--- src/sv/remappable_byte_bus_defines.svh ---
// Assertion macros shared by the bus files.
// Each macro expects clk and arst_n in the scope where it is used.
`ifndef REMAPPABLE_BYTE_BUS_DEFINES_SVH
`define REMAPPABLE_BYTE_BUS_DEFINES_SVH

`ifndef SYNTHESIS

// The consequent must hold in the same cycle as the antecedent.
`define RBB_ASSERT_IMPLIES(label, ante, cons) \
	label: assert property (@(posedge clk) disable iff (!arst_n) (ante) |-> (cons)) \
		else $error("remappable_byte_bus: same-cycle check failed");

// The consequent must hold in the cycle after the antecedent.
`define RBB_ASSERT_NEXT(label, ante, cons) \
	label: assert property (@(posedge clk) disable iff (!arst_n) (ante) |=> (cons)) \
		else $error("remappable_byte_bus: next-cycle check failed");

`else

`define RBB_ASSERT_IMPLIES(label, ante, cons)
`define RBB_ASSERT_NEXT(label, ante, cons)

`endif

`endif

--- src/sv/rbb_pkg.sv ---
package rbb_pkg;

	localparam int OP_W   = 3;
	localparam int BUS_AW = 16;
	localparam int OFF_W  = 13;
	localparam int COMP_W = 3;
	localparam int DATA_W = 16;
	localparam int ST_W   = 2;

	typedef enum logic [OP_W-1:0] {
		OP_READ   = 3'd0,
		OP_READ16 = 3'd1,
		OP_WRITE  = 3'd2,
		OP_WRITE16 = 3'd3,
		OP_PLUG   = 3'd4,
		OP_FPLUG  = 3'd5,
		OP_UNPLUG = 3'd6
	} op_e_t;

	localparam logic [ST_W-1:0] ST_OK   = 2'd0;
	localparam logic [ST_W-1:0] ST_BAD  = 2'd1;
	localparam logic [ST_W-1:0] ST_ADDR = 2'd2;

	// First field sits in the lowest bits, so it is declared last.
	typedef struct packed {
		logic [DATA_W-1:0] write_data;
		logic [COMP_W-1:0] component;
		logic [OFF_W-1:0]  offset;
		logic [BUS_AW-1:0] end_address;
		logic [BUS_AW-1:0] address;
		logic [OP_W-1:0]   opcode;
	} item_t;

	typedef struct packed {
		logic [ST_W-1:0]   status;
		logic [DATA_W-1:0] read_data;
	} res_t;

	typedef struct packed {
		logic load;
		logic step;
	} walk_ctl_t;

	localparam int ITEM_W      = $bits(item_t);
	localparam int IN_TDATA_W  = ((ITEM_W + 7) / 8) * 8;
	localparam int RES_W       = $bits(res_t);
	localparam int OUT_TDATA_W = ((RES_W + 7) / 8) * 8;

	// Address bits for a store of the given depth, never fewer than one.
	function automatic int idx_bits(input int depth);
		return (depth > 1) ? $clog2(depth) : 1;
	endfunction

endpackage

--- src/sv/rbb_ram.sv ---
module rbb_ram
	import rbb_pkg::*;
#(
	parameter int WIDTH = 8,
	parameter int DEPTH = 256
) (
	input  logic                        clk,
	input  logic                        we,
	input  logic [idx_bits(DEPTH)-1:0]  waddr,
	input  logic [WIDTH-1:0]            wdata,
	input  logic [idx_bits(DEPTH)-1:0]  raddr,
	output logic [WIDTH-1:0]            rdata
);

	logic [WIDTH-1:0] mem [DEPTH];

	always_ff @(posedge clk) begin
		if (we) begin
			mem[waddr] <= wdata;
		end
		rdata <= mem[raddr];
	end

endmodule

--- config.mk ---
export PLATFORM = sky130hd
export DESIGN_NAME = rbb_ram
export DESIGN_NICKNAME = d
export VERILOG_FILES = /design/src/sv/remappable_byte_bus_defines.svh /design/src/sv/rbb_pkg.sv /design/src/sv/rbb_ram.sv
export SDC_FILE = /design/constraint.sdc
export NUM_CORES = 2
export LEC_CHECK = 0
export BUFFER_PORTS_ARGS = -buffer_cell sky130_fd_sc_hd__clkbuf_2
export CAP_MARGIN = 5
export CELL_PAD_IN_SITES_DETAIL_PLACEMENT = 1
export CELL_PAD_IN_SITES_GLOBAL_PLACEMENT = 2
export CORE_MARGIN = 1
export CORE_UTILIZATION = 30
export CTS_BUF_LIST = sky130_fd_sc_hd__clkbuf_16
export DETAILED_ROUTE_END_ITERATION = 12
export GPL_TIMING_DRIVEN = 0
export PLACE_DENSITY = 0.5
export SLEW_MARGIN = 20
export SYNTH_ARGS = -nofsm -noshare
export SYNTH_HDL_FRONTEND = slang
export SYNTH_SLANG_ARGS = --single-unit
--- constraint.sdc ---
create_clock -name clk -period 3.2 [get_ports clk]
set_clock_uncertainty 0.15 [all_clocks]
set_input_delay 0.32 -clock clk [delete_from_list [all_inputs] [get_ports clk]]
set_output_delay 0.32 -clock clk [all_outputs]
set_load 0.03 [all_outputs]
==> Yosys cells after proc, flatten, opt, wreduce, memory -nomap -nowiden <==
Memory sizes are Yosys's and may differ from the RTL's. A register that Yosys moved wholly into a read port is not among the register bits.
Index checks and enable logic that the tools add are counted.
{ "classes": {"mux": 2} }
{ "op_table": {"columns": ["op", "count"], "rows": [
  ["1-bit 2-to-1 mux", 2]
]} }
{ "word_totals": {"ff_bits": 0, "ram_bits": 2048, "output_inout_bits": 8, "n_memories": 1} }
{ "mem_list": {"columns": ["memory", "words", "word_bits", "read_ports", "rd_ports_with_merged_regs", "write_ports", "line", "source"], "rows": [
  ["mem", 256, 8, 1, 1, 1, "rbb_ram.sv:15", "logic [WIDTH-1:0] mem [DEPTH];"]
]} }

==> Depth between registers and ports, before layout <==
{ "logic_depth": {"ltp_word": 2, "depth_mapped": 11, "depth_no_buf": 6} }

==> Worst setup path before layout <==
No wires, ideal clock.
{ "synth_timing": {"path_kind": "input port to flip-flop", "start": "input raddr[0]", "end": "register rdata[2], read port of mem", "t_arrival_ps": 2127, "t_required_ps": 2919, "path_slack_ps": 792, "stages": 9, "path_buffers": 4, "path_cell_list": "buf_6 buf_12 buf_8 buf_2 mux4_2 a22oi_1 a21oi_1 nor4_1 nor4_2"} }
{ "synth_rtl": {"columns": ["item", "line", "source"], "rows": [
  ["start, declared", "rbb_ram.sv:11", "input logic [idx_bits(DEPTH)-1:0] raddr,"],
  ["end, declared", "rbb_ram.sv:12", "output logic [WIDTH-1:0] rdata"]
]} }

==> impl_metrics.json <==
{
  "post-route-util": 0.354,
  "drive_gt1_frac": 0.263,
  "hold_end": "mem[71][0]",
  "path_buf_inv": 5,
  "p_int_mw": 44.5,
  "irDropWorstVdd_v": 0.000461,
  "worst-slew-pin-transition_ns": 1.20,
  "worstRegToRegCells": 6,
  "hold_depth": 2,
  "switching_share": 0.236,
  "slew_headroom": 0.199,
  "area_growth_pct": 17.1,
  "endpoint_kind": "register",
  "dp.final_hpwl_um": 203000,
  "grt_start_max_net_pins": 102,
  "io_pins": 34,
  "cts_max_level": 4,
  "comb_power_share": 0.063,
  "pwr-share-seq": 0.510,
  "p_leak_nw": 28.7,
  "cpPeakStageDelay_ns": 0.69,
  "grt_pass1_vias": 42300,
  "dieHeight_um": 517,
  "reg2reg_from": "mem[208][3]",
  "yosysTopAreaCellShare": 0.773,
  "clk_pin_slew_worst_paths_ns": 0.06,
  "worst_path_dominant_cell_family": "buffers and inverters",
  "io_buffers": 26,
  "synth.avg_cell_area_um2": 21.3,
  "via_per_inst": 5.26,
  "rr_endpoint": "rdata[3]",
  "fin_cells": 7755,
  "ant_nets": 0,
  "cts.sinks": 2056,
  "crit_type": "in -> reg",
  "synth-seq-area-share": 0.775,
  "fillers": 25600,
  "synth_edf_count": 2048,
  "post-place-ws_ns": -2.26,
  "antenna_found_initial": 34,
  "synthTopCellsByArea": "edfxtp_1 77%, mux4_2 13%, mux2i_1 1.7%, nor2_1 1.3%, a22oi_1 1.3%",
  "syn_inst": 3733,
  "dr_total_vias": 40800,
  "fin_ws_ns": -0.113,
  "wl_per_cell_um": 37.6,
  "period_needed_ns": 3.31,
  "drt_iter0_drc": 4462,
  "ctsRootBufferMaster": "clkbuf_16",
  "critical_path.cell_chain": "buf_2, buf_4, buf_4, clkbuf_2, buf_16, mux4_2, a221oi_2, o32ai_4, nor3_1, nor4_4",
  "path_max_fanout": 10,
  "rows": 188,
  "globalRouteTotalUtil": 0.218,
  "final_area_um2": 93100,
  "cts.path.max_buffers": 3,
  "cts_buffers": 224,
  "placed_cells": 7320,
  "syn-cell-area_um2": 79600,
  "yosysWarnings": 0,
  "insertion_delay_ns": 0.89,
  "synth-main-ff-cell": "edfxtp_1",
  "synth_nets": 3759,
  "ys_top_cells_by_count": "2048 x edfxtp_1, 454 x mux4_2, 282 x nor2_1",
  "initial_core_util": 0.303,
  "ys_seq_elements": 2056,
  "gp_congestion": 0.856,
  "min_path_type": "in -> reg",
  "cp_slowest_cell": "a221oi_2",
  "die-area_um2": 267000,
  "cts_tree": "built",
  "status": "finished with violations",
  "netSwitchingPower_mw": 13.7,
  "chipWidth_um": 517,
  "core_area_um2": 263000,
  "worstSetupStartpointType": "input pin",
  "fmaxAchievable_mhz": 302,
  "drcViolationCount": 0,
  "setup_tns_ns": -0.507,
  "hp-start": "wdata[0]",
  "placed_area_um2": 85500,
  "nets": 4072,
  "worstPathRequired_ns": 3.76,
  "maxCapViolations": 0,
  "grt_overflow": 0,
  "power.density_nw_per_um2": 625,
  "routed_wl_um": 292000,
  "grt_pass1_wl_um": 389000,
  "power.share.clock": 0.427,
  "yosysMostFrequentCell": "edfxtp_1",
  "hold_violations": 0,
  "setup_viol": 16,
  "r2r_setup_slack_ns": 0.10,
  "crit_top_cell": "buf_4",
  "synth_top_area_cell": "edfxtp_1",
  "async_flop_share": 0,
  "slew_viol_final": 0,
  "synth_cell_types": 55,
  "fin_crit_sh": 1.04,
  "violations": "negative setup slack",
  "first_pass_iters": 5,
  "cp.arrival_ns": 3.87
}
==> through the flow <==
step	total power, mW	hold slack [ns]
finish	58.2	0.166
global route	59.7	0.126
CTS	58.8	0.0789
detailed placement	33.9	0.490
global placement	33.9	0.617
floorplan	31.8	0.269
==> worst max-delay path by stage <==
stage | start | endpoint | cells after the start
floorplan | raddr[0] | rdata[2] | 9
global placement | raddr[4] | rdata[4] | 9
detailed placement | raddr[2] | rdata[0] | 9
CTS | raddr[1] | rdata[0] | 9
global route | waddr[3] | mem[136][1] | 7
finish | raddr[1] | rdata[3] | 10
==> final cells by class <==
class	count	area, µm²	area share
Antenna cell	9	22.5	0.000242
Buffer	232	1600	0.0172
Clock buffer	224	5610	0.0602
Clock inverter	187	1380	0.0148
Inverter	2	7.51	0.0000806
Multi-Input combinational cell	1442	17000	0.183
Sequential cell	2056	61700	0.662
Tap cell	3515	4400	0.0472
Timing Repair Buffer	88	1470	0.0158
==> metal layers <==
| metal | wire (µm) | vias to the layer above | global-route usage |
|---|---|---|---|
| li1 | - | 16400 | - |
| met1 | 126000 | 22700 | 0.297 |
| met2 | 140000 | 1282 | 0.357 |
| met3 | 16200 | 363 | 0.0364 |
| met4 | 9880 | 6 | 0.0687 |
| met5 | 28 | - | 0 |
==> logic make-up (layout without fill, tap and decap cells) <==
group,after synthesis,after routing,share of synthesized area
flip-flops,2056,2056,0.775
buffers and inverters,235,733,0.0183
AND/OR/NAND/NOR,466,466,0.0263
multiplexers,591,591,0.146
AO/OA/AOI/OAI,385,385,0.0342
other,0,9,0
==> sequential cells by signal (all words and copies together) (netlist names) <==
signal / cells
mem: 2048
rdata: 8
==> power by group through the flow <==
stage	logic [mW]	clock network (mW)	registers (mW)
3_5_place_dp	3.60	0	30.3
4_1_cts	3.69	25.4	29.7
2_1_floorplan	1.44	0	30.3
6_report	3.66	24.9	29.7
3_3_place_gp	3.41	0	30.5
5_1_grt	3.76	26.3	29.7
==> layout by cell type (no fill, tap or decap), drive strengths merged, types with 47 or more instances in the layout <==
cell and count:
a21oi 96, nor2 282, o221ai 47, buf 173, edfxtp 2048, clkinv 108
clkbuf 362, inv 67, mux4 456, mux2i 134, a22oi 133
==> timing repair <==
item,CTS,global route
endpoints found under the setup margin,160,223
resized for setup,97,33
pin swaps,1,1
hold buffers,8,0
buffers inserted,2,6
hold endpoints to repair,580,0
Power figures use the tool's default switching activity.
