===== config.mk =====
export PLATFORM = sky130hd
export DESIGN_NAME = rbb_walk
export DESIGN_NICKNAME = d
export VERILOG_FILES = /design/src/sv/remappable_byte_bus_defines.svh /design/src/sv/rbb_pkg.sv /design/src/sv/rbb_walk.sv
export SDC_FILE = /design/constraint.sdc
export NUM_CORES = 1
export LEC_CHECK = 0
export BUFFER_PORTS_ARGS = -buffer_cell sky130_fd_sc_hd__buf_2
export CAP_MARGIN = 20
export CORE_AREA = 10 10 92 94
export CTS_CLUSTER_SIZE = 12
export DETAILED_ROUTE_END_ITERATION = 16
export DIE_AREA = 0 0 102 104
export PLACE_DENSITY_LB_ADDON = 0.2
export SLEW_MARGIN = 10
export SYNTH_ARGS = -nofsm -noshare
export SYNTH_HDL_FRONTEND = slang
export SYNTH_SLANG_ARGS = --single-unit

===== constraint.sdc =====
create_clock -name clk -period 2 [get_ports clk]
set_input_delay 0.2 -clock clk [delete_from_list [all_inputs] [get_ports clk]]
set_output_delay 0.2 -clock clk [all_outputs]
set_load 0.1 [all_outputs]

===== src/sv/remappable_byte_bus_defines.svh =====
// Assertion macros shared by the bus files.
// Each macro expects clk and arst_n in the scope where it is used.
`ifndef REMAPPABLE_BYTE_BUS_DEFINES_SVH
`define REMAPPABLE_BYTE_BUS_DEFINES_SVH

`ifndef SYNTHESIS

// The consequent must hold in the same cycle as the antecedent.
`define RBB_ASSERT_IMPLIES(label, ante, cons) \
	label: assert property (@(posedge clk) disable iff (!arst_n) (ante) |-> (cons)) \
		else $error("remappable_byte_bus: same-cycle check failed");

// The consequent must hold in the cycle after the antecedent.
`define RBB_ASSERT_NEXT(label, ante, cons) \
	label: assert property (@(posedge clk) disable iff (!arst_n) (ante) |=> (cons)) \
		else $error("remappable_byte_bus: next-cycle check failed");

`else

`define RBB_ASSERT_IMPLIES(label, ante, cons)
`define RBB_ASSERT_NEXT(label, ante, cons)

`endif

`endif


===== src/sv/rbb_pkg.sv =====
package rbb_pkg;

	localparam int OP_W   = 3;
	localparam int BUS_AW = 16;
	localparam int OFF_W  = 13;
	localparam int COMP_W = 3;
	localparam int DATA_W = 16;
	localparam int ST_W   = 2;

	typedef enum logic [OP_W-1:0] {
		OP_READ   = 3'd0,
		OP_READ16 = 3'd1,
		OP_WRITE  = 3'd2,
		OP_WRITE16 = 3'd3,
		OP_PLUG   = 3'd4,
		OP_FPLUG  = 3'd5,
		OP_UNPLUG = 3'd6
	} op_e_t;

	localparam logic [ST_W-1:0] ST_OK   = 2'd0;
	localparam logic [ST_W-1:0] ST_BAD  = 2'd1;
	localparam logic [ST_W-1:0] ST_ADDR = 2'd2;

	// First field sits in the lowest bits, so it is declared last.
	typedef struct packed {
		logic [DATA_W-1:0] write_data;
		logic [COMP_W-1:0] component;
		logic [OFF_W-1:0]  offset;
		logic [BUS_AW-1:0] end_address;
		logic [BUS_AW-1:0] address;
		logic [OP_W-1:0]   opcode;
	} item_t;

	typedef struct packed {
		logic [ST_W-1:0]   status;
		logic [DATA_W-1:0] read_data;
	} res_t;

	typedef struct packed {
		logic load;
		logic step;
	} walk_ctl_t;

	localparam int ITEM_W      = $bits(item_t);
	localparam int IN_TDATA_W  = ((ITEM_W + 7) / 8) * 8;
	localparam int RES_W       = $bits(res_t);
	localparam int OUT_TDATA_W = ((RES_W + 7) / 8) * 8;

	// Address bits for a store of the given depth, never fewer than one.
	function automatic int idx_bits(input int depth);
		return (depth > 1) ? $clog2(depth) : 1;
	endfunction

endpackage


===== src/sv/rbb_walk.sv =====
module rbb_walk
	import rbb_pkg::*;
#(
	parameter int PW = 16,
	parameter int IW = 16
) (
	input  logic          clk,
	input  walk_ctl_t     ctl,
	input  logic [PW-1:0] ld_ptr,
	input  logic [PW-1:0] ld_end,
	input  logic [IW-1:0] ld_idx,
	output logic [PW-1:0] ptr,
	output logic [IW-1:0] idx,
	output logic          at_end
);

	logic [PW-1:0] ptr_q;
	logic [PW-1:0] end_q;
	logic [IW-1:0] idx_q;

	// The bus pointer and the memory index advance together, one entry a cycle while step is high.
	always_ff @(posedge clk) begin
		if (ctl.load) begin
			ptr_q <= ld_ptr;
			end_q <= ld_end;
			idx_q <= ld_idx;
		end else if (ctl.step) begin
			ptr_q <= ptr_q + PW'(1);
			idx_q <= idx_q + IW'(1);
		end
	end

	assign ptr    = ptr_q;
	assign idx    = idx_q;
	assign at_end = (ptr_q == end_q);

endmodule


Yosys cells after proc, flatten, opt, wreduce, memory -nomap -nowiden
Cells that the tools add are included.

$add $sub $neg: 2. Equality and inequality tests: 1. Muxes and demuxes: 4. Reduce and logical (&&, ||, !) cells: 1.

Operators with widths (number): two-way mux 16 bit (4); adder 16 x 1 -> 16 bit, second input constant (2); equality test 16 bit (1); nonzero test 2 bit (1).

Flip-flop bits (word level): 48. Output and inout bits: 33. Logic and storage cells: 11.

Longest topological paths before layout
Depth after elaboration: 3. Gate-level depth with buffers: 5. Mapped depth without buffers: 5.

Least setup slack after synthesis
Ideal clock, no wire load.

Path kind: register to output. From: reg ptr_q[8], in the netlist ptr[8]. To: out at_end. Arrival: 4385 ps. Data required time: 1800 ps. Setup slack: -2585 ps. Cell stages (with the launch flop): 5. Buffers on the path: 1. Cells stage by stage: edfxtp_1 -> clkbuf_1 -> xnor2_1 -> nand4_1 -> nor4_1.

Cells in the longest elaborated chain, start to end: 1.

Ends and longest elaborated chain: from (decl) (RTL line rbb_walk.sv:17) `logic [PW-1:0] ptr_q;`; from (signal assigned) (RTL line rbb_walk.sv:24) `ptr_q <= ld_ptr;`; from (signal assigned) (RTL line rbb_walk.sv:28) `ptr_q <= ptr_q + PW'(1);`; equality test 16 bit (RTL line rbb_walk.sv:35) `assign at_end = (ptr_q == end_q);`; to (decl) (RTL line rbb_walk.sv:14) `output logic at_end`.

Every way passes these cells.

Worst setup path after layout
From: reg ptr_q[12], in the netlist ptr[12]. To: out at_end.

The elaborated chain is that of the path after synthesis.

==> reports/metrics.csv <==
stage;metric;value;unit
timing;Slew HR;66.2;%
timing;Final period util;96.9;%
final_layout;diode count;0;
setup_path;critical path cell sequence;xnor2_1 -> nand4_1 -> nor4_4 -> buf_12;
routing;DR vias/cell;4.95;
floorplanning;Starting Density;38.6;%
timing;final-report max-slew violation count;0;
power_and_ir_drop;Max IR drop VDD;380;uV
timing;crit path time final;1940;ps
final_layout;Final Cell Area;0.00341;mm^2
place;RD Place Congestion;0.763;
setup_path;launch point of the worst path;ptr[12];
timing;Worst-Margin Slew;510;ps
logic_synthesis;Syn Nets;275;
setup_path;Setup crit end kind;output port;
logic_synthesis;synthesized-area fraction occupied by and/or/nand/nor cells;18.5;%
min_path;worst min path class;input pin to register;
routing;DR WL/cell;17.0;um
logic_synthesis;register area share after synthesis;55.9;%
clock_tree;Clock transition at path regs;100;ps
timing;final setup fails;0;
global_routing;pin count of the biggest net entering global routing;34;
logic_synthesis;Post-Syn Area;0.00258;mm^2
global_routing;vias in the first global route;2029;
global_routing;Overflow after GRT;0;
routing;Pre-antenna DRT Iters;4;
floorplanning;I/O pin count;84;
final_layout;fin util;51.0;%
setup_path;crit-path max FO;5;
logic_synthesis;post-synthesis mux area share;2.18;%
clock_tree;Clock Path Buffers;2;
clock_tree;TritonCTS buffer count;5;
clock_tree;Worst-Skew Late Latency;310;ps
global_routing;first-pass GRT wire length;10900;um
setup_path;CP Buf/Inv Count;1;
clock_tree;CTS tree;built;
routing;Initial DRC Count;105;
timing;Max Clk Rate;516;MHz
global_routing;GRT Total Usage;12.7;%
logic_synthesis;Yosys reg bits;48;
final_layout;# nets final;371;
clock_tree;CTS Root Cell;clkbuf_8;
min_path;Worst Hold Launch;ld_end[3];
setup_path;crit start category;register;
setup_path;Worst path slowest cell;edfxtp_1;
power_and_ir_drop;total power;3.12;mW
logic_synthesis;Synth Area in Compound Gates;5.24;%
run_status;outcome;finished, final reports clean;
routing;Antenna Nets Post-Route;0;
clock_tree;post-CTS sizing;0;
logic_synthesis;adder-cell share of the synthesized area;0.970;%
setup_path;critical path's top delay family;simple AND/OR/NAND/NOR gates;
floorplanning;CORE AREA;0.00668;mm^2
setup_path;Data required, critical path;1800;ps
final_layout;fillcell total;627;
logic_synthesis;synthesized instance count;222;
routing;DRC violations left;0;
floorplanning;die area;0.0106;mm^2
floorplanning;Die Span Y;104;um
logic_synthesis;Mean Syn Cell Area;11.6;um^2
routing;Vias;1974;
setup_path;RR Startpoint;ptr[1];
setup_path;critical path's largest stage delay;500;ps
final_layout;share of layout cells above drive strength 1;43.9;%
logic_synthesis;Synth Area in XOR/XNOR;14.9;%
timing;Hold Vio Cnt, Final;0;
logic_synthesis;combinational family with the most area after synthesis;simple AND/OR/NAND/NOR gates;
global_routing;initial antenna violation count;0;
logic_synthesis;Ys Warns;0;
power_and_ir_drop;Leak Pwr;1.28;nW
setup_path;crit path DAT;1740;ps
job;max-cap check violation count;0;
clock_tree;H-tree levels;2;
logic_synthesis;Unique masters post-synth;22;
clock_tree;hold_buf cts;0;
power_and_ir_drop;Pwr per Cell Area;915;mW/mm^2
floorplanning;row cnt;30;
setup_path;Setup CP Type;register to output port;
floorplanning;Die X;102;um
place;I/O Buffers;83;
routing;drt total wl;6800;um
place;HPWL Detailed;5030;um
timing;clock skew;15.8;ps
final_layout;Area Overhead vs Synth;32.1;%
clock_tree;sinks on the clock net;48;
place;placed cell area;0.00321;mm^2
[cell type report]
class	count	area [um^2]	area share (%)
repair buffers	100	583	17.1
inverters	4	15.0	0.441
flip-flops and latches	48	1440	42.3
clock buffers	5	68.8	2.02
multi-input cells	159	1160	33.9
clock inverters	3	42.5	1.25
well taps	80	100	2.94
[sequential cells by signal, indices dropped and copies added, names as in the netlist]
register  count
end_q        16
ptr          16
idx          16
[cell families (layout without fill, tap and decap cells)]
| logic type | Yosys count | after routing |
|---|---|---|
| XOR/XNOR | 44 | 44 |
| AND/OR/NAND/NOR | 81 | 81 |
| flip-flops | 48 | 48 |
| AO/OA/AOI/OAI | 27 | 27 |
| multiplexers | 5 | 5 |
| adder cells (fa/ha/maj) | 2 | 2 |
| buffers and inverters | 15 | 112 |
[placed cells by master, fill, tap and decap left out, types with 2 or more instances in the layout]
| master | synthesis | final |
|---|---|---|
| xor2_1 | 9 | 9 |
| buf_4 | 0 | 15 |
| buf_12 | 0 | 3 |
| nor4_2 | 8 | 8 |
| edfxtp_1 | 48 | 48 |
| o21ai_1 | 15 | 17 |
| nand3_2 | 3 | 2 |
| nand3_1 | 6 | 6 |
| ha_2 | 0 | 2 |
| nor3_2 | 0 | 8 |
| xnor2_1 | 35 | 34 |
| clkbuf_8 | 0 | 5 |
| nor2_1 | 4 | 4 |
| nand4_1 | 12 | 12 |
| nand2_1 | 35 | 34 |
| inv_1 | 4 | 4 |
| buf_2 | 3 | 82 |
| o21ai_0 | 12 | 10 |
| mux2_2 | 5 | 5 |
[worst paths after layout]
check | slack, ps | depth (start not counted) | endpoint
setup / recovery | 60 | 4 | at_end
hold / removal | 50 | 1 | end_q[3]
setup reg to reg | 240 | 6 | ptr[14]
hold reg to reg | 650 | 1 | ptr[0]
[Yosys cell counts]
library cell  number  area share, %
edfxtp_1          48             56
nand4_2            1           0.48
xnor2_1           35             12
nand3_2            3            1.2
nand3_1            6            1.2
nor3_1             8            1.6
xor2_1             9            3.1
or2_2              1           0.24
inv_1              4           0.58
nand2_1           35            5.1
clkbuf_1           8            1.2
ha_1               2           0.97
nand4_1           12            2.9
o21ai_0           12            2.3
mux2_2             5            2.2
nand4_4            1           0.82
nor4_1             1           0.24
and4_1             1           0.34
nor4_2             8            3.9
nor2_1             4           0.58
o21ai_1           15            2.9
buf_2              3           0.58
[power by group]
group	switching, mW	internal [mW]	leakage, nW
sequential	0.123	1.24	0.489
combinational	0.774	0.264	0.739
clock	0.351	0.371	0.0541
total	1.25	1.87	1.28
[timing repair]
item | CTS | global route
endpoints found under the hold margin | 0 | 0
gates cloned | 0 | 0
setup endpoints to repair | 1 | 1
buffers inserted | 4 | 7
pin swaps | 0 | 3
[worst register-to-register path, cell delays in order, from the launching register on]
cell and delay (ps):
edfxtp_1 450, buf_4 150, ha_2 200, nand4_2 230
nor4_2 240, xnor2_1 160, o21ai_1 70
[stage by stage]
step,worst slack (ps),std cells,setup TNS [ps],hold slack (ps)
CTS,22.5,392,0,52.9
detailed placement,246,380,0,378
global route,-29.8,399,-29.8,44.8
floorplan,-723,222,-4700,299
global placement,309,380,0,377
finish,62.3,399,0,51.3
[per-layer routing]
metal  global-route usage, %  wire (um)  vias up
met4                    3.33         61        0
met1                    17.2       3130      929
li1                        -          -      990
met3                    4.19        438        7
met5                       0          0        -
met2                    18.8       3170       48
Note: power is estimated with default switching activity, not from simulation.
