File: src/sv/remappable_byte_bus_defines.svh
// Assertion macros shared by the bus files.
// Each macro expects clk and arst_n in the scope where it is used.
`ifndef REMAPPABLE_BYTE_BUS_DEFINES_SVH
`define REMAPPABLE_BYTE_BUS_DEFINES_SVH

`ifndef SYNTHESIS

// The consequent must hold in the same cycle as the antecedent.
`define RBB_ASSERT_IMPLIES(label, ante, cons) \
	label: assert property (@(posedge clk) disable iff (!arst_n) (ante) |-> (cons)) \
		else $error("remappable_byte_bus: same-cycle check failed");

// The consequent must hold in the cycle after the antecedent.
`define RBB_ASSERT_NEXT(label, ante, cons) \
	label: assert property (@(posedge clk) disable iff (!arst_n) (ante) |=> (cons)) \
		else $error("remappable_byte_bus: next-cycle check failed");

`else

`define RBB_ASSERT_IMPLIES(label, ante, cons)
`define RBB_ASSERT_NEXT(label, ante, cons)

`endif

`endif

File: src/sv/rbb_pkg.sv
package rbb_pkg;

	localparam int OP_W   = 3;
	localparam int BUS_AW = 16;
	localparam int OFF_W  = 13;
	localparam int COMP_W = 3;
	localparam int DATA_W = 16;
	localparam int ST_W   = 2;

	typedef enum logic [OP_W-1:0] {
		OP_READ   = 3'd0,
		OP_READ16 = 3'd1,
		OP_WRITE  = 3'd2,
		OP_WRITE16 = 3'd3,
		OP_PLUG   = 3'd4,
		OP_FPLUG  = 3'd5,
		OP_UNPLUG = 3'd6
	} op_e_t;

	localparam logic [ST_W-1:0] ST_OK   = 2'd0;
	localparam logic [ST_W-1:0] ST_BAD  = 2'd1;
	localparam logic [ST_W-1:0] ST_ADDR = 2'd2;

	// First field sits in the lowest bits, so it is declared last.
	typedef struct packed {
		logic [DATA_W-1:0] write_data;
		logic [COMP_W-1:0] component;
		logic [OFF_W-1:0]  offset;
		logic [BUS_AW-1:0] end_address;
		logic [BUS_AW-1:0] address;
		logic [OP_W-1:0]   opcode;
	} item_t;

	typedef struct packed {
		logic [ST_W-1:0]   status;
		logic [DATA_W-1:0] read_data;
	} res_t;

	typedef struct packed {
		logic load;
		logic step;
	} walk_ctl_t;

	localparam int ITEM_W      = $bits(item_t);
	localparam int IN_TDATA_W  = ((ITEM_W + 7) / 8) * 8;
	localparam int RES_W       = $bits(res_t);
	localparam int OUT_TDATA_W = ((RES_W + 7) / 8) * 8;

	// Address bits for a store of the given depth, never fewer than one.
	function automatic int idx_bits(input int depth);
		return (depth > 1) ? $clog2(depth) : 1;
	endfunction

endpackage

File: src/sv/rbb_seq.sv
module rbb_seq
	import rbb_pkg::*;
#(
	parameter int NUM_COMPONENTS = 8,
	parameter int COMP_MEM_BYTES = 8192,
	parameter int BUS_BYTES      = 65536
) (
	input  logic                                    clk,
	input  logic                                    arst_n,
	input  item_t                                   in_item,
	input  logic                                    in_acc,
	output logic                                    ready,
	input  logic                                    out_busy,
	output logic                                    res_vld,
	output res_t                                    res,
	output logic [idx_bits(BUS_BYTES)-1:0]          map_raddr,
	input  logic [idx_bits(NUM_COMPONENTS * COMP_MEM_BYTES):0] map_rdata,
	output logic                                    map_we,
	output logic [idx_bits(NUM_COMPONENTS * COMP_MEM_BYTES):0] map_wdata,
	output logic                                    mem_we,
	output logic [7:0]                              mem_wdata,
	input  logic [7:0]                              mem_rdata,
	output logic [idx_bits(NUM_COMPONENTS)-1:0]     rng_raddr,
	output logic [idx_bits(NUM_COMPONENTS)-1:0]     rng_waddr,
	output logic                                    rng_we,
	output logic [2*idx_bits(BUS_BYTES)-1:0]        rng_wdata,
	input  logic [2*idx_bits(BUS_BYTES)-1:0]        rng_rdata,
	output walk_ctl_t                               wctl,
	output logic [idx_bits(BUS_BYTES)-1:0]          ld_ptr,
	output logic [idx_bits(BUS_BYTES)-1:0]          ld_end,
	output logic [idx_bits(NUM_COMPONENTS * COMP_MEM_BYTES)-1:0] ld_idx,
	input  logic [idx_bits(BUS_BYTES)-1:0]          ptr,
	input  logic [idx_bits(NUM_COMPONENTS * COMP_MEM_BYTES)-1:0] idx,
	input  logic                                    at_end
);

	localparam int ADDR_W = idx_bits(BUS_BYTES);
	localparam int IDX_W  = idx_bits(NUM_COMPONENTS * COMP_MEM_BYTES);
	localparam int MW     = IDX_W + 1;
	localparam int CW     = idx_bits(NUM_COMPONENTS);
	localparam int RDEPTH = 1 << CW;
	localparam int SPAN_W = BUS_AW + 2;
	localparam logic [BUS_AW:0]   BUS_LIM  = (BUS_AW + 1)'(BUS_BYTES);
	localparam logic [6:0]        NC_LIM   = 7'(NUM_COMPONENTS);
	localparam logic [SPAN_W-1:0] SPAN_LIM = SPAN_W'(COMP_MEM_BYTES);
	localparam logic [ADDR_W-1:0] LAST_A   = ADDR_W'(BUS_BYTES - 1);

	typedef enum logic [3:0] {
		S_INIT_LD,
		S_INIT,
		S_IDLE,
		S_LOOK,
		S_RDB,
		S_R16A,
		S_R16B,
		S_W16,
		S_SCAN,
		S_FILL,
		S_CLR,
		S_HOLD
	} state_t;

	state_t            state_q, nxt;
	item_t             item_q;
	res_t              res_q;
	logic [7:0]        lo_q;
	logic              issue_q, last_q;
	logic [RDEPTH-1:0] rvalid_q;

	logic              fin;
	logic [DATA_W-1:0] fin_rd;
	logic [ST_W-1:0]   fin_st;
	logic              rv_set, rv_clr;
	logic [ADDR_W-1:0] a_t, e_t, next_a;
	logic [CW-1:0]     cidx;
	logic              a_in, a_mapped, e_over, comp_bad, e_zero, span_bad, rng_bad;
	logic [OFF_W-1:0]  plug_off;
	logic [SPAN_W-1:0] span;
	logic [IDX_W-1:0]  base;
	logic              map_vld;

	always_ff @(posedge clk) begin
		if (in_acc) begin
			item_q <= in_item;
		end
	end

	assign a_t      = ADDR_W'(item_q.address);
	assign e_t      = ADDR_W'(item_q.end_address);
	assign cidx     = CW'(item_q.component);
	assign next_a   = (a_t == LAST_A) ? '0 : a_t + ADDR_W'(1);
	assign map_vld  = map_rdata[MW-1];
	assign a_in     = {1'b0, item_q.address} < BUS_LIM;
	assign a_mapped = a_in && map_vld;
	assign e_over   = {1'b0, item_q.end_address} >= BUS_LIM;
	assign comp_bad = {4'b0, item_q.component} >= NC_LIM;
	assign e_zero   = (item_q.end_address == '0);
	assign plug_off = (item_q.opcode == OP_FPLUG) ? item_q.offset : '0;
	assign span     = SPAN_W'(item_q.end_address) - SPAN_W'(item_q.address)
		+ SPAN_W'(plug_off);
	assign span_bad = span >= SPAN_LIM;
	assign rng_bad  = e_over || (item_q.address > item_q.end_address) || span_bad;
	assign base     = IDX_W'(32'(cidx) * 32'(COMP_MEM_BYTES)) + IDX_W'(plug_off);

	assign ready     = (state_q == S_IDLE);
	assign mem_wdata = (state_q == S_W16) ? item_q.write_data[15:8] : item_q.write_data[7:0];
	assign rng_raddr = (state_q == S_IDLE) ? CW'(in_item.component) : cidx;
	assign rng_waddr = cidx;
	assign rng_wdata = {a_t, e_t};

	always_comb begin
		nxt       = state_q;
		fin       = 1'b0;
		fin_rd    = '0;
		fin_st    = ST_OK;
		wctl      = '0;
		ld_ptr    = a_t;
		ld_end    = e_t;
		ld_idx    = base;
		map_raddr = a_t;
		map_we    = 1'b0;
		map_wdata = '0;
		mem_we    = 1'b0;
		rng_we    = 1'b0;
		rv_set    = 1'b0;
		rv_clr    = 1'b0;
		case (state_q)
			S_INIT_LD: begin
				ld_ptr    = '0;
				ld_end    = LAST_A;
				ld_idx    = '0;
				wctl.load = 1'b1;
				nxt       = S_INIT;
			end
			S_INIT: begin
				map_we    = 1'b1;
				wctl.step = 1'b1;
				if (at_end) begin
					nxt = S_IDLE;
				end
			end
			S_IDLE: begin
				map_raddr = ADDR_W'(in_item.address);
				if (in_acc) begin
					nxt = S_LOOK;
				end
			end
			S_LOOK: begin
				map_raddr = next_a;
				case (item_q.opcode)
					OP_READ: begin
						if (!a_mapped) begin
							fin    = 1'b1;
							fin_rd = 16'h00ff;
						end else begin
							nxt = S_RDB;
						end
					end
					OP_READ16: begin
						if (!a_mapped) begin
							fin    = 1'b1;
							fin_rd = 16'h00ff;
						end else begin
							nxt = S_R16A;
						end
					end
					OP_WRITE: begin
						fin = 1'b1;
						if (!a_mapped) begin
							fin_st = ST_BAD;
						end else begin
							mem_we = 1'b1;
						end
					end
					OP_WRITE16: begin
						if (!a_mapped || item_q.address == '0) begin
							fin    = 1'b1;
							fin_st = ST_BAD;
						end else begin
							mem_we = 1'b1;
							nxt    = S_W16;
						end
					end
					OP_PLUG: begin
						if (comp_bad) begin
							fin    = 1'b1;
							fin_st = ST_BAD;
						end else if (rng_bad) begin
							fin    = 1'b1;
							fin_st = ST_ADDR;
						end else begin
							wctl.load = 1'b1;
							nxt       = S_SCAN;
						end
					end
					OP_FPLUG: begin
						if (comp_bad) begin
							fin    = 1'b1;
							fin_st = ST_BAD;
						end else if (rng_bad) begin
							fin    = 1'b1;
							fin_st = ST_ADDR;
						end else if (e_zero) begin
							rv_clr = 1'b1;
							fin    = 1'b1;
							fin_st = ST_BAD;
						end else begin
							wctl.load = 1'b1;
							nxt       = S_FILL;
						end
					end
					OP_UNPLUG: begin
						if (comp_bad) begin
							fin    = 1'b1;
							fin_st = ST_BAD;
						end else begin
							rv_clr = 1'b1;
							if (rvalid_q[cidx]) begin
								ld_ptr    = rng_rdata[2*ADDR_W-1:ADDR_W];
								ld_end    = rng_rdata[ADDR_W-1:0];
								ld_idx    = '0;
								wctl.load = 1'b1;
								nxt       = S_CLR;
							end else begin
								fin = 1'b1;
							end
						end
					end
					default: begin
						fin    = 1'b1;
						fin_st = ST_BAD;
					end
				endcase
			end
			S_RDB: begin
				fin    = 1'b1;
				fin_rd = {8'h00, mem_rdata};
			end
			S_R16A: begin
				if (map_vld) begin
					nxt = S_R16B;
				end else begin
					fin    = 1'b1;
					fin_rd = {8'hff, mem_rdata};
				end
			end
			S_R16B: begin
				fin    = 1'b1;
				fin_rd = {mem_rdata, lo_q};
			end
			S_W16: begin
				mem_we = map_vld;
				fin    = 1'b1;
			end
			S_SCAN: begin
				map_raddr = ptr;
				if (issue_q && map_vld) begin
					fin    = 1'b1;
					fin_st = ST_ADDR;
				end else if (issue_q && last_q) begin
					if (e_zero) begin
						rv_clr = 1'b1;
						fin    = 1'b1;
						fin_st = ST_BAD;
					end else begin
						wctl.load = 1'b1;
						nxt       = S_FILL;
					end
				end else begin
					wctl.step = 1'b1;
				end
			end
			S_FILL: begin
				map_we    = 1'b1;
				map_wdata = {1'b1, idx};
				wctl.step = 1'b1;
				if (at_end) begin
					rng_we = 1'b1;
					rv_set = 1'b1;
					fin    = 1'b1;
				end
			end
			S_CLR: begin
				map_we    = 1'b1;
				wctl.step = 1'b1;
				if (at_end) begin
					fin = 1'b1;
				end
			end
			S_HOLD: begin
				if (!out_busy) begin
					nxt = S_IDLE;
				end
			end
			default: begin
				nxt = S_IDLE;
			end
		endcase
		if (fin) begin
			nxt = out_busy ? S_HOLD : S_IDLE;
		end
	end

	assign res_vld = fin || (state_q == S_HOLD);
	assign res     = (state_q == S_HOLD) ? res_q : res_t'{status: fin_st, read_data: fin_rd};

	always_ff @(posedge clk or negedge arst_n) begin
		if (!arst_n) begin
			state_q  <= S_INIT_LD;
			res_q    <= '0;
			lo_q     <= '0;
			issue_q  <= 1'b0;
			last_q   <= 1'b0;
			rvalid_q <= '0;
		end else begin
			state_q <= nxt;
			if (fin && out_busy) begin
				res_q <= '{status: fin_st, read_data: fin_rd};
			end
			if (state_q == S_R16A) begin
				lo_q <= mem_rdata;
			end
			if (state_q == S_SCAN) begin
				if (wctl.step) begin
					issue_q <= 1'b1;
					last_q  <= at_end;
				end
			end else begin
				issue_q <= 1'b0;
				last_q  <= 1'b0;
			end
			if (rv_set) begin
				rvalid_q[cidx] <= 1'b1;
			end else if (rv_clr) begin
				rvalid_q[cidx] <= 1'b0;
			end
		end
	end

endmodule

File: config.mk
export PLATFORM = sky130hd
export DESIGN_NAME = rbb_seq
export DESIGN_NICKNAME = d
export VERILOG_FILES = /design/src/sv/remappable_byte_bus_defines.svh /design/src/sv/rbb_pkg.sv /design/src/sv/rbb_seq.sv
export SDC_FILE = /design/constraint.sdc
export NUM_CORES = 1
export LEC_CHECK = 0
export BUFFER_PORTS_ARGS = -buffer_cell sky130_fd_sc_hd__buf_4
export CAP_MARGIN = 0
export CORE_MARGIN = 2
export CORE_UTILIZATION = 35
export DETAILED_ROUTE_END_ITERATION = 8
export PLACE_DENSITY_LB_ADDON = 0.1
export SLEW_MARGIN = 40
export SYNTH_ARGS = -nofsm -noshare
export SYNTH_HDL_FRONTEND = slang
export SYNTH_SLANG_ARGS = --single-unit
File: constraint.sdc
create_clock -name clk -period 13.6 [get_ports clk]
set_clock_uncertainty 0.1 [all_clocks]
set_input_delay 1.36 -clock clk [delete_from_list [all_inputs] [get_ports clk]]
set_output_delay 1.36 -clock clk [all_outputs]
set_load 0.01 [all_outputs]
== After elaboration in Yosys (flattened, before gate mapping) ==
Cells that the tools add are included.

* Word-level logic and storage cells: 164
* Output and inout bits: 152
* Register bits: 107
* Input bits: 161

* Equality and inequality tests: 33
* Bitwise gates (word level): 3
* $lt $le $gt $ge: 4
* Muxes and demuxes: 87
* Add/sub/neg operators: 4
* Reduce and logical (&&, ||, !) cells: 20

{| class="wikitable"
|+ Operator list
! operator !! count
|-
| $mux W16 || 8
|-
| $pmux W16 S2 || 3
|-
| $pmux W16 S4 || 1
|-
| $mux W4 || 15
|-
| $pmux W16 S3 || 1
|-
| $mux W8 || 5
|-
| $logic_not A16 Y1 || 2
|-
| $pmux W4 S8 || 1
|-
| $mux W1 || 30
|-
| $ne A4 B4 Y1 const B || 6
|-
| $pmux W4 S6 || 1
|-
| $add A17 B14 Y18 || 1
|-
| $ge A18 B14 Y1 const B || 1
|-
| $mux W18 || 1
|-
| $mux W17 || 1
|-
| $sub A16 B16 Y17 || 1
|-
| $add A16 B1 Y16 const B || 1
|-
| $add A16 B13 Y16 || 1
|-
| $eq A16 B16 Y1 const B || 1
|-
| $eq A4 B3 Y1 const B || 4
|-
| $eq A4 B4 Y1 const B || 4
|-
| $gt A16 B16 Y1 || 1
|-
| $ne A3 B3 Y1 const B || 5
|-
| $reduce_and A14 Y1 || 1
|-
| 33 further kinds || 55
|}

== Depth between registers and ports, before layout ==
* Word-level depth: 10
* Gate-level depth with buffers: 22
* Gate-level depth less buffers: 21

== Worst setup path after synthesis ==
No wires, ideal clock.

* Path type: flip-flop to output port
* From: register item_q, in the netlist a_t[0]
* To: output port res_vld
* Data arrival time: 3,754 ps
* Path slack: 8,386 ps
* Path buffers: 0
* Stages on the path, launching flop included: 20
* Cells stage by stage: edfxtp_1 ha_1 fa_1 nor2b_1 o31a_1 nor2_1 a21oi_1 nand2_1 o21ai_0 xor2_1 ha_1 and2_1 nand4_1 o21ai_0 nor3_1 and3_2 o211ai_2 a21o_4 a21oi_1 nand2_1

* Longest elaborated chain between the ends: 8

{| class="wikitable"
|+ Ends and longest elaborated chain
! what !! line !! source
|-
| from (decl) || rbb_seq.sv:64 || <nowiki>item_t item_q;</nowiki>
|-
| from (signal assigned) || rbb_seq.sv:84 || <nowiki>item_q <= in_item;</nowiki>
|-
| $sub A16 B16 Y17 || rbb_seq.sv:99 || <nowiki>assign span = SPAN_W'(item_q.end_address) - SPAN_W'(item_q.address)</nowiki>
|-
| $add A17 B14 Y18 || rbb_seq.sv:100 || <nowiki>+ SPAN_W'(plug_off);</nowiki>
|-
| $ge A18 B14 Y1 || rbb_seq.sv:101 || <nowiki>assign span_bad = span >= SPAN_LIM;</nowiki>
|-
| $logic_or A1 B1 Y1 || rbb_seq.sv:102 || <nowiki>assign rng_bad = e_over || (item_q.address > item_q.end_address) || span_bad;</nowiki>
|-
| $mux W1, on equally long branches || rbb_seq.sv:200, rbb_seq.sv:188 ||
|-
| $pmux W1 S5 * || rbb_seq.sv:150 || <nowiki>case (item_q.opcode)</nowiki>
|-
| $pmux W1 S5 * || rbb_seq.sv:127 || <nowiki>case (state_q)</nowiki>
|-
| $logic_or A1 B1 Y1 * || rbb_seq.sv:304 || <nowiki>assign res_vld = fin || (state_q == S_HOLD);</nowiki>
|-
| to (decl) || rbb_seq.sv:14 || <nowiki>output logic res_vld,</nowiki>
|}

Every way passes the cells marked *; elsewhere a longest branch is shown, timed or not.

==> summary by stage <==
Clocking
Counting along the longest clock path gives a buffer depth of 2. The insertion delay of the later-clocked pin in the worst-skew pair is 0.37 ns. Clock-pin slew was measured on the worst setup and hold paths at 0.08 ns. The root buffer cell chosen for the clock tree is clkbuf_16. The clock sink count is 107. The number of instances resized during post-cts repair is 0.

The CTS tree is yes. Buffers inserted during clock tree synthesis total 9. Once the clock tree was built, the setup fixing pass inserted 0 buffers. Buffers inserted to repair hold after CTS numbered 0. The H-tree depth is 3.

Cells and area
From synthesis to final layout, the design area changed by 33.0%. The register area is 0.00301 mm². At the end of the flow, the number of nets in the layout was 1,216. The filler cells instantiated in the layout total roughly 2.1k. The total inserted antenna cells is 0.

The layout cell share with drive strength beyond 1 is 37.4%. The combined area of the multi-input logic cells is just over 0.004 mm².

Floorplan
The width of the chip is about 150 µm. The number of top-level pins is 313. The initial core utilization is between 30% and 40%. The core area is approximately 0.022 mm². The die is 152 µm tall.

The floorplan step defined a die boundary enclosing 0.0230 mm². The total number of placement rows is 54.

Yosys
The main combinational cell family by area after synthesis is compound AO/OA/AOI/OAI gates. The area fraction of the dominant cell type after synthesis is approximately a quarter. Among all flip-flop cells after synthesis, the most frequent one is edfxtp_1. The async set-reset flop share out of synthesis is 37.4%. Counting flops and latches in the post-synthesis netlist gives 107. Averaged over all synthesized cells, the footprint is 9.80 µm². The share of synthesized area occupied by flip-flops and latches is approximately 39%. The synthesized-area fraction occupied by xor and xnor cells is 1.15%.

Sorting the synthesized cells by area gives the leading types as edfxtp_1 (26%), dfrtp_1 (13%), ha_1 (5.4%), buf_4 (3.6%), and3_1 (3.4%). Yosys mapped the design onto 76 distinct sky130hd cell types. Counting every instance in the synthesized netlist gives 780. Measured against the total synthesized area, the mux share comes to 8.77%. The post-synthesis net count is 976.

The yosys synthesis warning count is 0. The synthesized cell area is 0.00765 mm². After Yosys synthesis, and, or, nand and nor cells account for ~17% of the synthesized area. The compound-gate portion of the synthesized area is around a fifth.

After Yosys synthesis, full adders, half adders and majority gates account for 5.92% of the synthesized area. The number of flops mapped to enable cells by yosys is 67. The cell type contributing the most total cell area after synthesis is edfxtp_1.

Timing
The clock period minus final worst setup slack is about 6.3 ns. In this run the tightest slew margin relative to its limit is between 40% and 50%. Setup repair after global routing left no endpoint under its margin. The final max-slew violation count is 0. Setup slack on the critical path of the routed design comes to roughly 7.3 ns. The slew at the pin with the worst max-slew slack is approximately 0.76 ns. For this run, the top clock speed supported by timing is 0.158 GHz. The worst hold slack is 0.401 ns. Setup violations remaining at the end of the flow were counted as 0.

The number of hold-slack violations in the final timing report is 0. After layout, the worst path uses 46.6% of the clock period. The setup TNS after final layout is 0 ns.

Run
Max-cap violations in this run came to 0.

Critical path
For the worst setup path, the data required time is 12.14 ns. The worst setup path is of the flop to output port kind. The worst register-to-register path ends at res_q[0]. STA classifies the critical path startpoint as a flop. The worst setup path is captured at an output port. For flop-to-flop paths, the worst setup slack is just over 8 ns.

The cell at the slowest stage of the critical path is edfxtp_1. The critical path starts at a_t[0]. Together, buffers and inverters on the worst path number 1. The launch instance of the worst register-to-register path is a_t[0].

In this run the number of cells on the critical path is 20. The delay of the slowest critical-path stage is 0.55 ns. Traced cell by cell, the critical path runs through ha_1 > fa_1 > nor2b_1 > o31a_1 > nor2_1 > a21oi_1 > nand2_1 > o21ai_0 > xor2_1 > ha_1 > and2_1 > nand4_1 > o21ai_0 > nor3_1 > and3_2 > o2111ai_1 > o21ai_0 > nor2_1 > nor2_1 > buf_4. The end point of the critical path is res[16]. The highest fanout seen on the critical path is 7. On the critical path the largest part of the delay comes from simple AND/OR/NAND/NOR gates. Measured in cells, the most critical reg-to-reg path has a length of 20. Data on the critical path arrives at its endpoint at 4.87 ns.

Power and ir drop
The cell-internal power is 0.000871 W. The net switching power figure is 0.000579 W. The maximum vdd drop is 0.0644 mV.

The combinational share of power is 50.1%. The clock network burns 18.4% of the power. Sequential cells account for 31.4% of the total power. In this run switching power makes up about 40% of total power. The static leakage power is ~4.9 nW.

Dividing total power by cell area gives a power density of 143 mW/mm².

Global route
The global-route wire length before repair is 39,600 µm. The via count of the first global-routing pass was 6,891. The global-route congestion overflow total is 0. The largest net degree at the start of global routing is 41.

Across every metal layer, demand over resource in global routing totals 21.7%. The initial antenna violation count is 0.

Worst hold path
The worst hold-check path type is flop to flop.

Drt
The average wire length per cell after detail routing is 19.5 µm. The count of nets left with antenna violations once routing finished came out at 0. The first routing iteration left 421 violations. Across all layers, the routed design uses about 7k vias. The number of remaining DRC errors is 0. Dividing the detail-routed via count by the number of cells gives 5.32. The number of optimization iterations in the first detailed-route pass is 5. The wire length after detailed routing is 25,400 µm.

Placement
The placed wire-length estimate is 19,500 µm. In this run the tool buffered the top-level ports with 296 buffer cells. At the end of routability-driven placement, the weighted congestion stood at 0.858.

The post-placement worst setup slack is roughly 7.7 ns.

Run status
The run finished with clean final reports.
## registers in the layout, summed over array words and instances, names as in the netlist, named ones only
signal	cells
e_t	16
last_q	1
a_t	16
res_q	18
rng_waddr	3
state_q	4
item_q	32
issue_q	1
lo_q	8
## power by group through the flow
stage          Clock (W)  Combinational [W]  Sequential, W
2_1_floorplan          0           0.000468       0.000431
3_3_place_gp           0           0.000721       0.000461
3_5_place_dp           0           0.000730       0.000462
4_1_cts         0.000279           0.000732       0.000455
5_1_grt         0.000290           0.000793       0.000465
6_report        0.000267           0.000727       0.000456
## routing by layer
layer  track usage (%)  vias up  wire (µm)
met1              27.9     3314      10800
met3              4.16       19       1500
li1                  -     3356          -
met2              37.4      258      12700
met4              5.79        0        376
met5                 0        -          0
## layout by cell type, fill, tap and decap left out, drive strengths merged, types with 5 or more instances in the layout
cell type  count
dfrtp         40
buf          304
a22oi         12
o21a           5
and2          23
nand2b         6
o21ai         37
a22o          19
o211ai        12
a31oi          8
nor4           8
a21oi         45
clkbuf        10
nor2          42
nand3         20
nor3          17
nand4          8
nor2b         10
mux2i         19
and3          43
a21o          29
inv           38
a221o         11
nand2         64
a211oi         5
xnor2          7
mux2          37
ha            33
edfxtp        67
## kinds of logic after synthesis
kind of cell | Yosys count
XOR/XNOR | 10
flip-flops | 107
multiplexers | 56
adder cells (fa/ha/maj) | 35
buffers and inverters | 110
AND/OR/NAND/NOR | 253
AO/OA/AOI/OAI | 209
## through the flow
stage	instance area (µm²)	util [%]	power [W]	std cells
6_report	10200	47.1	0.00145	1305
5_1_grt	10200	47.1	0.00155	1305
4_1_cts	10200	47.0	0.00147	1305
3_5_place_dp	9880	45.7	0.00119	1289
3_3_place_gp	9820	45.4	0.00118	1287
2_1_floorplan	7650	-	0.000898	780
## cells in the mapped netlist (all sizes together) (3+ instances only)
library cell	number
a21o	29
a211oi	5
a22oi	12
and2	23
a31oi	8
nand3	20
dfrtp	40
xor2	3
a221o	11
o21a	5
o211ai	12
a21oi	45
nand2	64
nor2b	10
clkbuf	27
a22o	19
mux2	37
xnor2	7
and3	43
mux2i	19
o21ai	37
ha	33
nor3	17
o2111ai	3
o21bai	3
nor4	8
nor2	42
nand2b	6
o311ai	3
edfxtp	67
inv	34
nand4	8
buf	48
## area by class of cell
class	instances	share of cell area, %
Clock buffer	10	2.25
Tap cell	280	3.44
Inverter	35	1.29
Sequential cell	107	29.6
Timing Repair Buffer	304	22.7
Multi-Input combinational cell	563	40.1
Clock inverter	6	0.627
## worst min-delay path by stage
stage               startpoint   end  slack, ns  cells past startpoint
floorplan                 flop  flop       0.36                      1
global placement          flop  flop       0.38                      1
detailed placement        flop  flop       0.38                      1
CTS                       flop  flop       0.40                      1
global route              flop  flop       0.42                      1
finish                    flop  flop       0.40                      1
Power figures use the tool's default switching activity.
